--- config.mk ---
export PLATFORM = sky130hd
export DESIGN_NAME = charge_comparison_psd
export DESIGN_NICKNAME = d
export VERILOG_FILES = /design/src/hdl/ccpsd_pkg.sv /design/src/hdl/ccpsd_ctrl.sv /design/src/hdl/ccpsd_dp.sv /design/src/hdl/charge_comparison_psd.sv
export SDC_FILE = /design/constraint.sdc
export NUM_CORES = 1
export LEC_CHECK = 0
export BUFFER_PORTS_ARGS = -buffer_cell sky130_fd_sc_hd__buf_2
export CORE_ASPECT_RATIO = 1.4
export CORE_MARGIN = 2
export CORE_UTILIZATION = 55
export CTS_CLUSTER_SIZE = 25
export DETAILED_ROUTE_END_ITERATION = 8
export PLACE_DENSITY = 0.74
export RECOVER_POWER = 50
export SLEW_MARGIN = 30
export SYNTH_ARGS = -nofsm -noshare
export SYNTH_HDL_FRONTEND = slang
export SYNTH_SLANG_ARGS = --single-unit
export TNS_END_PERCENT = 20
--- constraint.sdc ---
create_clock -name clock -period 10.05 [get_ports clock]
set_input_delay 2.01 -clock clock [delete_from_list [all_inputs] [get_ports clock]]
set_output_delay 2.01 -clock clock [all_outputs]
set_load 0.005 [all_outputs]
--- src/hdl/ccpsd_pkg.sv ---
`default_nettype none
// ----------------------------------------------------------------------------
// ccpsd_pkg
// Shared types and constants for the charge comparison PSD block.
// ----------------------------------------------------------------------------
package ccpsd_pkg;

   localparam int TRACE_LENGTH_DEF = 512;
   localparam int SAMPLE_BITS      = 14;
   localparam int WIN_W            = 9;
   localparam int CHARGE_W         = 23;
   localparam int PSD_W            = 16;
   localparam int CSR_IDX_W        = 2;
   localparam int DIV_STEPS        = PSD_W;
   localparam int STEP_W           = $clog2(DIV_STEPS);

   localparam logic [WIN_W-1:0] WINDOW_START_RST = WIN_W'(0);
   localparam logic [WIN_W-1:0] SHORT_END_RST    = WIN_W'(60);
   localparam logic [WIN_W-1:0] LONG_END_RST     = WIN_W'(250);

   typedef enum logic [CSR_IDX_W-1:0] {
      CSR_WINDOW_START = 2'd0,
      CSR_SHORT_END    = 2'd1,
      CSR_LONG_END     = 2'd2
   } csr_index_type;

   typedef struct packed {
      logic sample_en;
      logic div_load;
      logic div_step;
      logic out_load;
   } ccpsd_cmd_type;

endpackage
`default_nettype wire

--- src/hdl/ccpsd_ctrl.sv ---
`default_nettype none
// ----------------------------------------------------------------------------
// ccpsd_ctrl
// Sequencer: sample accumulation, end-of-trace load, divide steps, result.
// ----------------------------------------------------------------------------
module ccpsd_ctrl (
   input  wire logic                    clock,
   input  wire logic                    reset,
   input  wire logic                    req_valid,
   input  wire logic                    req_last_sample,
   output logic                         req_stall,
   output logic                         rsp_valid,
   input  wire logic                    rsp_stall,
   output ccpsd_pkg::ccpsd_cmd_type     cmd
);
   import ccpsd_pkg::*;

   typedef enum logic [1:0] {
      ST_ACC,
      ST_LOAD,
      ST_DIV,
      ST_OUT
   } state_type;

   state_type          state_ff, state_in;
   logic [STEP_W-1:0]  step_ff, step_in;
   logic               rsp_valid_ff, rsp_valid_in;
   logic               out_free;

   assign out_free  = !rsp_valid_ff || !rsp_stall;
   assign req_stall = (state_ff != ST_ACC);
   assign rsp_valid = rsp_valid_ff;

   always_comb begin
      state_in       = state_ff;
      step_in        = step_ff;
      cmd            = '0;
      rsp_valid_in   = rsp_valid_ff && rsp_stall;
      unique case (state_ff)
         ST_ACC: begin
            cmd.sample_en = req_valid;
            if (req_valid && req_last_sample) begin
               state_in = ST_LOAD;
            end
         end
         ST_LOAD: begin
            cmd.div_load = 1'b1;
            step_in      = '0;
            state_in     = ST_DIV;
         end
         ST_DIV: begin
            cmd.div_step = 1'b1;
            step_in      = step_ff + 1'b1;
            if (step_ff == STEP_W'(DIV_STEPS - 1)) begin
               state_in = ST_OUT;
            end
         end
         ST_OUT: begin
            if (out_free) begin
               cmd.out_load = 1'b1;
               rsp_valid_in = 1'b1;
               state_in     = ST_ACC;
            end
         end
         default: begin
            state_in = ST_ACC;
         end
      endcase
   end

   always_ff @(posedge clock) begin
      if (reset) begin
         state_ff     <= ST_ACC;
         step_ff      <= '0;
         rsp_valid_ff <= 1'b0;
      end else begin
         state_ff     <= state_in;
         step_ff      <= step_in;
         rsp_valid_ff <= rsp_valid_in;
      end
   end

endmodule
`default_nettype wire

--- src/hdl/ccpsd_dp.sv ---
`default_nettype none
// ----------------------------------------------------------------------------
// ccpsd_dp
// Window registers, saturating integrators, restoring divider, result register.
// ----------------------------------------------------------------------------
module ccpsd_dp #(
   parameter int TRACE_LENGTH = ccpsd_pkg::TRACE_LENGTH_DEF
) (
   input  wire logic                             clock,
   input  wire logic                             reset,
   input  wire ccpsd_pkg::ccpsd_cmd_type         cmd,
   input  wire logic                             csr_we,
   input  wire logic [ccpsd_pkg::CSR_IDX_W-1:0]  csr_index,
   input  wire logic [ccpsd_pkg::WIN_W-1:0]      csr_data,
   input  wire logic [ccpsd_pkg::SAMPLE_BITS-1:0] req_sample,
   output logic [ccpsd_pkg::CHARGE_W-1:0]        rsp_charge,
   output logic [ccpsd_pkg::PSD_W-1:0]           rsp_psd_fraction,
   output logic                                  rsp_zero_charge
);
   import ccpsd_pkg::*;

   localparam int IDX_W = $clog2(TRACE_LENGTH + 1);
   localparam int CMP_W = (IDX_W > WIN_W) ? IDX_W : WIN_W;

   logic [WIN_W-1:0]    win_start_ff, short_end_ff, long_end_ff;
   logic [IDX_W-1:0]    idx_ff, idx_in;
   logic [CHARGE_W-1:0] long_ff, long_in, short_ff, short_in;
   logic [CHARGE_W-1:0] divisor_ff, divisor_in, rem_ff, rem_in;
   logic [PSD_W-1:0]    quo_ff, quo_in;
   logic                zero_ff, zero_in, full_ff, full_in;
   logic [CHARGE_W-1:0] charge_ff, charge_in;
   logic [PSD_W-1:0]    psd_ff, psd_in;
   logic                zflag_ff, zflag_in;

   logic [CMP_W-1:0]    idx_ext;
   logic                in_long, in_short;
   logic [CHARGE_W:0]   long_add, short_add;
   logic [CHARGE_W-1:0] long_sat, short_sat, short_clip;
   logic [CHARGE_W:0]   rem_shift, rem_diff;

   // configuration
   always_ff @(posedge clock) begin
      if (reset) begin
         win_start_ff <= WINDOW_START_RST;
         short_end_ff <= SHORT_END_RST;
         long_end_ff  <= LONG_END_RST;
      end else if (csr_we) begin
         unique case (csr_index)
            CSR_WINDOW_START: win_start_ff <= csr_data;
            CSR_SHORT_END:    short_end_ff <= csr_data;
            CSR_LONG_END:     long_end_ff  <= csr_data;
            default: begin
            end
         endcase
      end
   end

   // integrators
   assign idx_ext  = CMP_W'(idx_ff);
   assign in_long  = (idx_ext < CMP_W'(TRACE_LENGTH)) && (idx_ext >= CMP_W'(win_start_ff))
                     && (idx_ext <= CMP_W'(long_end_ff));
   assign in_short = in_long && (idx_ext <= CMP_W'(short_end_ff));

   assign long_add  = {1'b0, long_ff} + (CHARGE_W+1)'(req_sample);
   assign short_add = {1'b0, short_ff} + (CHARGE_W+1)'(req_sample);
   assign long_sat  = long_add[CHARGE_W] ? '1 : long_add[CHARGE_W-1:0];
   assign short_sat = short_add[CHARGE_W] ? '1 : short_add[CHARGE_W-1:0];
   assign short_clip = (short_ff <= long_ff) ? short_ff : long_ff;

   // divider step: shift the remainder left and subtract the divisor when it fits
   assign rem_shift = {rem_ff, 1'b0};
   assign rem_diff  = rem_shift - {1'b0, divisor_ff};

   always_comb begin
      idx_in     = idx_ff;
      long_in    = long_ff;
      short_in   = short_ff;
      divisor_in = divisor_ff;
      rem_in     = rem_ff;
      quo_in     = quo_ff;
      zero_in    = zero_ff;
      full_in    = full_ff;
      charge_in  = charge_ff;
      psd_in     = psd_ff;
      zflag_in   = zflag_ff;

      if (cmd.sample_en) begin
         if (in_long) begin
            long_in = long_sat;
         end
         if (in_short) begin
            short_in = short_sat;
         end
         if (idx_ff != IDX_W'(TRACE_LENGTH)) begin
            idx_in = idx_ff + 1'b1;
         end
      end

      if (cmd.div_load) begin
         divisor_in = long_ff;
         rem_in     = long_ff - short_clip;
         quo_in     = '0;
         zero_in    = (long_ff == '0);
         full_in    = (short_clip == '0);
         idx_in     = '0;
         long_in    = '0;
         short_in   = '0;
      end

      if (cmd.div_step) begin
         if (!rem_diff[CHARGE_W]) begin
            rem_in = rem_diff[CHARGE_W-1:0];
            quo_in = {quo_ff[PSD_W-2:0], 1'b1};
         end else begin
            rem_in = rem_shift[CHARGE_W-1:0];
            quo_in = {quo_ff[PSD_W-2:0], 1'b0};
         end
      end

      if (cmd.out_load) begin
         charge_in = divisor_ff;
         zflag_in  = zero_ff;
         if (zero_ff) begin
            psd_in = '0;
         end else if (full_ff) begin
            psd_in = '1;
         end else begin
            psd_in = quo_ff;
         end
      end
   end

   always_ff @(posedge clock) begin
      if (reset) begin
         idx_ff   <= '0;
         long_ff  <= '0;
         short_ff <= '0;
      end else begin
         idx_ff   <= idx_in;
         long_ff  <= long_in;
         short_ff <= short_in;
      end
   end

   always_ff @(posedge clock) begin
      divisor_ff <= divisor_in;
      rem_ff     <= rem_in;
      quo_ff     <= quo_in;
      zero_ff    <= zero_in;
      full_ff    <= full_in;
      charge_ff  <= charge_in;
      psd_ff     <= psd_in;
      zflag_ff   <= zflag_in;
   end

   assign rsp_charge       = charge_ff;
   assign rsp_psd_fraction = psd_ff;
   assign rsp_zero_charge  = zflag_ff;

endmodule
`default_nettype wire

--- src/hdl/charge_comparison_psd.sv ---
`default_nettype none
// ----------------------------------------------------------------------------
// charge_comparison_psd
// Charge comparison pulse shape discrimination over one trace at a time.
//
//   channel | ports                                      | dir
//   req     | req_valid req_stall req_sample req_last_sample | in
//   rsp     | rsp_valid rsp_stall rsp_charge rsp_psd_fraction rsp_zero_charge | out
//   csr     | csr_valid csr_ready csr_index csr_data     | in
//
// One sample per cycle is transferred while a trace is integrated.
// After the last sample, req_stall is held through a load state, the 16 steps
// of the shift-subtract divider and a state that loads the result.
// The result load waits while a previous result is still stalled.
// Synchronous reset clears sums, index and the sequencer and restores the
// default windows.
// ----------------------------------------------------------------------------
module charge_comparison_psd #(
   parameter int TRACE_LENGTH = ccpsd_pkg::TRACE_LENGTH_DEF
) (
   input  wire logic                              clock,
   input  wire logic                              reset,
   input  wire logic                              req_valid,
   output logic                                   req_stall,
   input  wire logic [ccpsd_pkg::SAMPLE_BITS-1:0] req_sample,
   input  wire logic                              req_last_sample,
   output logic                                   rsp_valid,
   input  wire logic                              rsp_stall,
   output logic [ccpsd_pkg::CHARGE_W-1:0]         rsp_charge,
   output logic [ccpsd_pkg::PSD_W-1:0]            rsp_psd_fraction,
   output logic                                   rsp_zero_charge,
   input  wire logic                              csr_valid,
   output logic                                   csr_ready,
   input  wire logic [ccpsd_pkg::CSR_IDX_W-1:0]   csr_index,
   input  wire logic [ccpsd_pkg::WIN_W-1:0]       csr_data
);
   import ccpsd_pkg::*;

   ccpsd_cmd_type cmd;

   assign csr_ready = 1'b1;

   ccpsd_ctrl u_ctrl (
      .clock           (clock),
      .reset           (reset),
      .req_valid       (req_valid),
      .req_last_sample (req_last_sample),
      .req_stall       (req_stall),
      .rsp_valid       (rsp_valid),
      .rsp_stall       (rsp_stall),
      .cmd             (cmd)
   );

   ccpsd_dp #(
      .TRACE_LENGTH (TRACE_LENGTH)
   ) u_dp (
      .clock            (clock),
      .reset            (reset),
      .cmd              (cmd),
      .csr_we           (csr_valid && csr_ready),
      .csr_index        (csr_index),
      .csr_data         (csr_data),
      .req_sample       (req_sample),
      .rsp_charge       (rsp_charge),
      .rsp_psd_fraction (rsp_psd_fraction),
      .rsp_zero_charge  (rsp_zero_charge)
   );

endmodule
`default_nettype wire

* Word-level counts from Yosys, hierarchy flattened *
Cells that the tools add are included.
W data, S select, Z words.

word-level totals
  register bits = 194
  input port bits = 31
  output and inout bits = 43
  word-level logic and storage cells = 83

cells by class
  add/subtract/negate cells = 6
  magnitude comparators = 5
  equal/unequal tests = 10
  mux-type cells = 22
  reductions and logical operators = 23

operator list
  kind                     number
  $mux W23                 6
  $add A23 B14 Y24         2
  $mux W16                 3
  $logic_not A23 Y1        2
  $sub A24 B23 Y24         1
  $le A23 B23 Y1           1
  $sub A23 B23 Y23         1
  $le A10 B9 Y1            2
  $reduce_and A2 Y1        6
  $add A10 B1 Y10 const B  1
  $ge A10 B9 Y1            1
  $lt A10 B10 Y1 const B   1
  $ne A10 B10 Y1 const B   1
  $mux W1                  8
  $pmux W2 S4              1
  $pmux W4 S2              1
  $eq A2 B2 Y1 const B     3
  $mux W2                  3
  $ne A2 B1 Y1 const B     3
  $reduce_bool A2 Y1       3
  $logic_and A1 B1 Y1      5
  $add A4 B1 Y4 const B    1
  $eq A2 B1 Y1 const B     2
  $eq A4 B4 Y1 const B     1
  other kinds (5)          7

* Longest topological paths before layout *
  depth after elaboration = 5
  depth in mapped cells = 24
  gate-level depth less buffers = 21

* By module *
A second synthesis with hierarchy kept.

unflattened totals
  cells, all modules = 1448
  area, all modules = 13100.1 sq um

by module, submodules not included
  module                 instances  cells each  area each (sq um)  seq. area each (sq um)
  ccpsd_dp               1          1399        12677.2            4784.6
  ccpsd_ctrl             1          47          411.6              140.1
  charge_comparison_psd  1          2           11.3               0.0

* Worst setup path after synthesis *
OpenSTA, ideal clock, no wires.

  path kind = register to register
  start point = reg u_dp.long_ff[14]
  end point = reg u_dp.rem_ff[21], data pin
  library setup time = 263 ps
  arrival = 5337 ps
  required time = 9787 ps
  setup slack = 4450 ps
  stages on the path, launching flop included = 24
  path buffers = 2
  clock period less this slack = 5600 ps
  cell sequence = dfxtp_1 clkbuf_1 inv_1 ha_1 nand4_1 nor4_4 o311ai_4 a31oi_1 clkbuf_1 nor2_1 a21oi_1 ha_1 nor2b_1 o21ai_0 or2b_1 a211oi_1 nor3_2 a311o_2 o21a_1 o22a_4 a2111oi_4 nor3_2 nor4_1 nor3_1

between the ends
  cells in the longest elaborated chain, start to end = 5

ends and longest elaborated chain
  element                 line             source
  start, declared         ccpsd_dp.sv:27   logic [CHARGE_W-1:0] long_ff, long_in, short_ff, short_in;
  start signal, assigned  ccpsd_dp.sv:140  long_ff <= long_in;
  $le A23 B23 Y1          ccpsd_dp.sv:68   assign short_clip = (short_ff <= long_ff) ? short_ff : long_ff;
  $mux W23                ccpsd_dp.sv:68
  $sub A23 B23 Y23 *      ccpsd_dp.sv:101  rem_in = long_ff - short_clip;
  $mux W23 *              ccpsd_dp.sv:99   if (cmd.div_load) begin
  $mux W23 *              ccpsd_dp.sv:110  if (cmd.div_step) begin
  net u_dp.rem_in[21]     ccpsd_dp.sv:28   logic [CHARGE_W-1:0] divisor_ff, divisor_in, rem_ff, rem_in;
  end signal, assigned    ccpsd_dp.sv:147  rem_ff <= rem_in;
  end, declared           ccpsd_dp.sv:28

Mark *: on every way through the listed nets, which the timed path passes. The rest lies on a longest branch. The select of a mux whose other input is x is not followed.
A chain may end at the register's enable or synchronous reset.

* Worst setup path after layout *
  start point = reg u_dp.long_ff[14]
  end point = reg u_dp.rem_ff[19], data pin

The elaborated chain is that of the path after synthesis.

==> results.sh <==
export IMPL_grt_overflow_total=0
export IMPL_pwr_share_comb_pct=58.2
export IMPL_synth_async_reset_ratio_pct=0
export IMPL_grt_use_total_pct=24.50
export IMPL_port_buffers=72
export IMPL_power_total_mw=4.963
export IMPL_cp_arrival_ns=6.12
export IMPL_antenna_found_initial=0
export IMPL_holdWs_ns=0.4538
export IMPL_ys_warn_count=0
export IMPL_yosys_mux_area_fraction_pct=1.813
export IMPL_synth_area_top_cells="edfxtp_1 (25%), dfxtp_1 (15%), ha_1 (12%)"
export IMPL_switching_share_pct=43.52
export IMPL_vias_per_cell=5.804
export IMPL_avgRoutedWirePerCell_um=16.59
export IMPL_skew_ns=0.01356
export IMPL_cts_inserted_buffers=17
export IMPL_firstDrtPassIters=4
export IMPL_cts_setup_buffers=0
export IMPL_yosys_cell_count_top_type="nor2_1"
export IMPL_post_route_min_period_ns=5.946
export IMPL_grt_first_pass_wirelength_um=46360
export IMPL_htreeDepth=4
export IMPL_end_kind="flip-flop"
export IMPL_status="finished with violations"
export IMPL_synth_top_area_cell="edfxtp_1"
export IMPL_die_area_um2=23700
export IMPL_synthTopCellsByCount="nor2_1 (143), a21oi_1 (128), ha_1 (122)"
export IMPL_synth_cell_types=79
export IMPL_leakagePower_nw=5.710
export IMPL_drv_cap=5
export IMPL_p_int_mw=2.803
export IMPL_synthesis_nets=1491
export IMPL_maxSlewViolCount=212
export IMPL_hpwl_um=21500
export IMPL_synth_top_area_share_pct=25.28
export IMPL_cts_tree="built"
export IMPL_worstReg2RegStart="u_dp.long_ff[14]$_SDFFE_PP0P_"
export IMPL_cts_sinks=194
export IMPL_synthXorXnorAreaFrac_pct=4.962
export IMPL_synth_compound_area_share_pct=18.67
export IMPL_cts_resized=0
export IMPL_synth_seq_cells=194
export IMPL_crit_start="u_dp.long_ff[14]$_SDFFE_PP0P_"
export IMPL_drive_above_1_share_pct=10.21
export IMPL_power_switching_mw=2.160
export IMPL_peakVddDrop_mv=0.1900
export IMPL_slew_headroom_pct=-53.93
export IMPL_p_seq_share_pct=27.2
export IMPL_synth_avg_cell_area_um2=9.262
export IMPL_layout_nets=1544
export IMPL_hold_buffers=0
export IMPL_rsz0062_at_grt="false"
export IMPL_ff2ff_setup_slack_ns=4.10
export IMPL_grt_max_degree=58
export IMPL_ios=74
export IMPL_grt_pass1_vias=9684
export IMPL_finalHoldViolations=0
export IMPL_setup_worst_path_end="u_dp.rem_ff[19]$_DFFE_PP_"
export IMPL_ys_flop_type="edfxtp_1"
export IMPL_violations="capacitance limit, slew limit"
export IMPL_gp_congestion=0.9013
export IMPL_synth_seq_area_share_pct=39.86
export IMPL_critPathLaunchType="flip-flop"
export IMPL_synthAdderAreaFrac_pct=13.00
export IMPL_vias=9850
export IMPL_synthesis_area_um2=12360
export IMPL_fmax_ghz=0.1682
export IMPL_reg2reg_depth=19
export IMPL_holdCritPathClass="flip-flop to flip-flop"
export IMPL_critPathMaxFanout=21
export IMPL_rows=64
export IMPL_routed_wl_um=28160
export IMPL_min_from="u_dp.divisor_ff[2]$_DFFE_PP_"
export IMPL_critPathKind="flip-flop to flip-flop"
export IMPL_n_antenna_cell=0
export IMPL_timing_rr_end="u_dp.rem_ff[19]$_DFFE_PP_"
export IMPL_clock_latency_ns=0.45
export IMPL_setup_violations=0
export IMPL_areaGrowthSynthToFinish_pct=10.17
export IMPL_clock_path_buffers=2
export IMPL_powerDensity_nw_per_um2=364.6
export IMPL_fp_dieH_um=181.3
export IMPL_syn_inst=1334
export IMPL_clock_root_buffer="clkbuf_16"
export IMPL_synth_simple_gate_area_share_pct=16.76
export IMPL_setup_tns_final_ns=0
export IMPL_tightestPinTransition_ns=2.309
export IMPL_post_route_drc_count=0
export IMPL_die_w_um=130.7
export IMPL_start_util_pct=56.31
export IMPL_cp_required_ns=10.23
export IMPL_coreArea_um2=21940
export IMPL_synth_edf_count=104
export IMPL_clk_pin_slew_ns=0.08
export IMPL_drtIter0Drc=560
export IMPL_p_clk_share_pct=14.6
export IMPL_ant_nets=0
export IMPL_finalCritPeriodShare_pct=59.17
export IMPL_synth_top_family_by_area="compound AO/OA/AOI/OAI gates"
## layout make-up
class,instances,area [µm²]
multi-input cells,986,6862
flip-flops and latches,194,4925
clock inverters,14,182.7
inverters,108,405.4
repair buffers,80,426.7
clock buffers,18,439.2
well taps,297,371.6
fillers,1933,8329
## worst min path at each step
stage                                    endpoint  slack (ns)  cells past startpoint
finish               u_dp.rsp_charge[2]$_DFFE_PP_        0.45                      0
global route         u_dp.rsp_charge[2]$_DFFE_PP_        0.46                      0
CTS                  u_dp.rsp_charge[2]$_DFFE_PP_        0.45                      0
detailed placement   u_dp.rsp_charge[2]$_DFFE_PP_        0.44                      0
global placement     u_dp.rsp_charge[2]$_DFFE_PP_        0.43                      0
floorplan           u_dp.divisor_ff[22]$_DFFE_PP_        0.41                      0
## metrics by stage
step	worst slack, ns	instances	utilization, %	area, µm²
2_1_floorplan	4.450	1334	-	12360
3_3_place_gp	4.249	1664	59.19	12990
3_5_place_dp	4.189	1665	59.34	13020
4_1_cts	4.116	1697	62.18	13640
5_1_grt	3.625	1697	62.04	13610
6_report	4.104	1697	62.04	13610
## registers in the layout, indices dropped and copies added, names as in the netlist
signal / cells
u_dp.divisor_ff: 23
u_dp.idx_ext: 10
u_dp.full_ff: 1
u_ctrl.rsp_valid: 1
u_dp.rsp_charge: 23
u_ctrl.step_ff: 4
u_dp.long_end_ff: 9
u_ctrl.state_ff: 2
u_dp.short_ff: 23
u_dp.quo_ff: 16
u_dp.rsp_psd_fraction: 16
u_dp.short_end_ff: 9
u_dp.long_ff: 23
u_dp.win_start_ff: 9
u_dp.rsp_zero_charge: 1
u_dp.zero_ff: 1
u_dp.rem_ff: 23
## cells by family (layout without fill, tap and decap cells)
family,Yosys count,after routing
xor gates and xnor gates,70,70
buffers and inverters,154,220
and+or+nand+nor,418,418
adders and majority gates,126,126
DFF,194,194
muxes,22,22
other,1,1
AOI/OAI and AO/OA,349,349
## metal layers
metal	vias up	track usage, %	share of wire, %
met3	57	3.435	2.7
met4	0	10.09	3.1
met5	-	0	0
met2	182	44.10	52
met1	4678	28.72	42
li1	4933	-	-
## critical path, cell delays in order (launching register included)
cell and delay (ns):
dfxtp_1 0.65, inv_1 0.09, ha_1 0.29, nand4_1 0.16
nor4_4 0.42, and3_2 0.37, a31o_2 0.56, mux2i_1 0.30
ha_1 0.30, o21ai_0 0.11, or2b_1 0.32, a211oi_1 0.23
nor3_2 0.10, a311o_2 0.45, o21a_1 0.21, o22a_4 0.21
a2111oi_4 0.45, o31ai_1 0.17, xnor2_1 0.19, a21oi_1 0.09
## placed cells by master, fill, tap and decap left out, types with 4 or more instances in the layout
cell type  netlist  final
a221oi_1        17     17
a211o_1         12     12
nand3b_1         9      9
clkbuf_16        0     17
o211ai_1         6      6
o21ai_0         64     64
nand3_1         33     33
edfxtp_1       104    104
fa_1             4      4
xor2_1          37     36
mux2i_1         19     19
nor2b_1         11     11
a31oi_1         14     13
o221a_2          5      5
and3_1          14     14
xnor2_1         33     33
and2_1          25     14
nand4_1         15     15
o21a_1          16     16
inv_1          108    108
and4_1           4      4
a31o_2           6      6
o211a_1          4      4
buf_4            2      4
inv_6            0      4
nor2_1         143    143
nor4_1          11     11
o21bai_1         8      8
buf_2            1     70
nand2b_1        22     22
o2111ai_1        4      4
a211oi_1        15     15
nand2_1         83     83
nor3_1          19     19
a21oi_1        128    128
and2_0           0     11
ha_1           122    122
clkbuf_1        38      5
a21o_1          21     21
dfxtp_1         90     90
## power groups by stage
| stage | sequential [mW] | combinational [mW] | clock [mW] |
|---|---|---|---|
| 2_1_floorplan | 1.27 | 2.32 | 0 |
| 6_report | 1.35 | 2.89 | 0.724 |
| 3_3_place_gp | 1.35 | 2.76 | 0 |
| 5_1_grt | 1.37 | 3.22 | 0.762 |
| 4_1_cts | 1.34 | 2.89 | 0.733 |
| 3_5_place_dp | 1.36 | 2.87 | 0 |
Power figures use the tool's default switching activity.
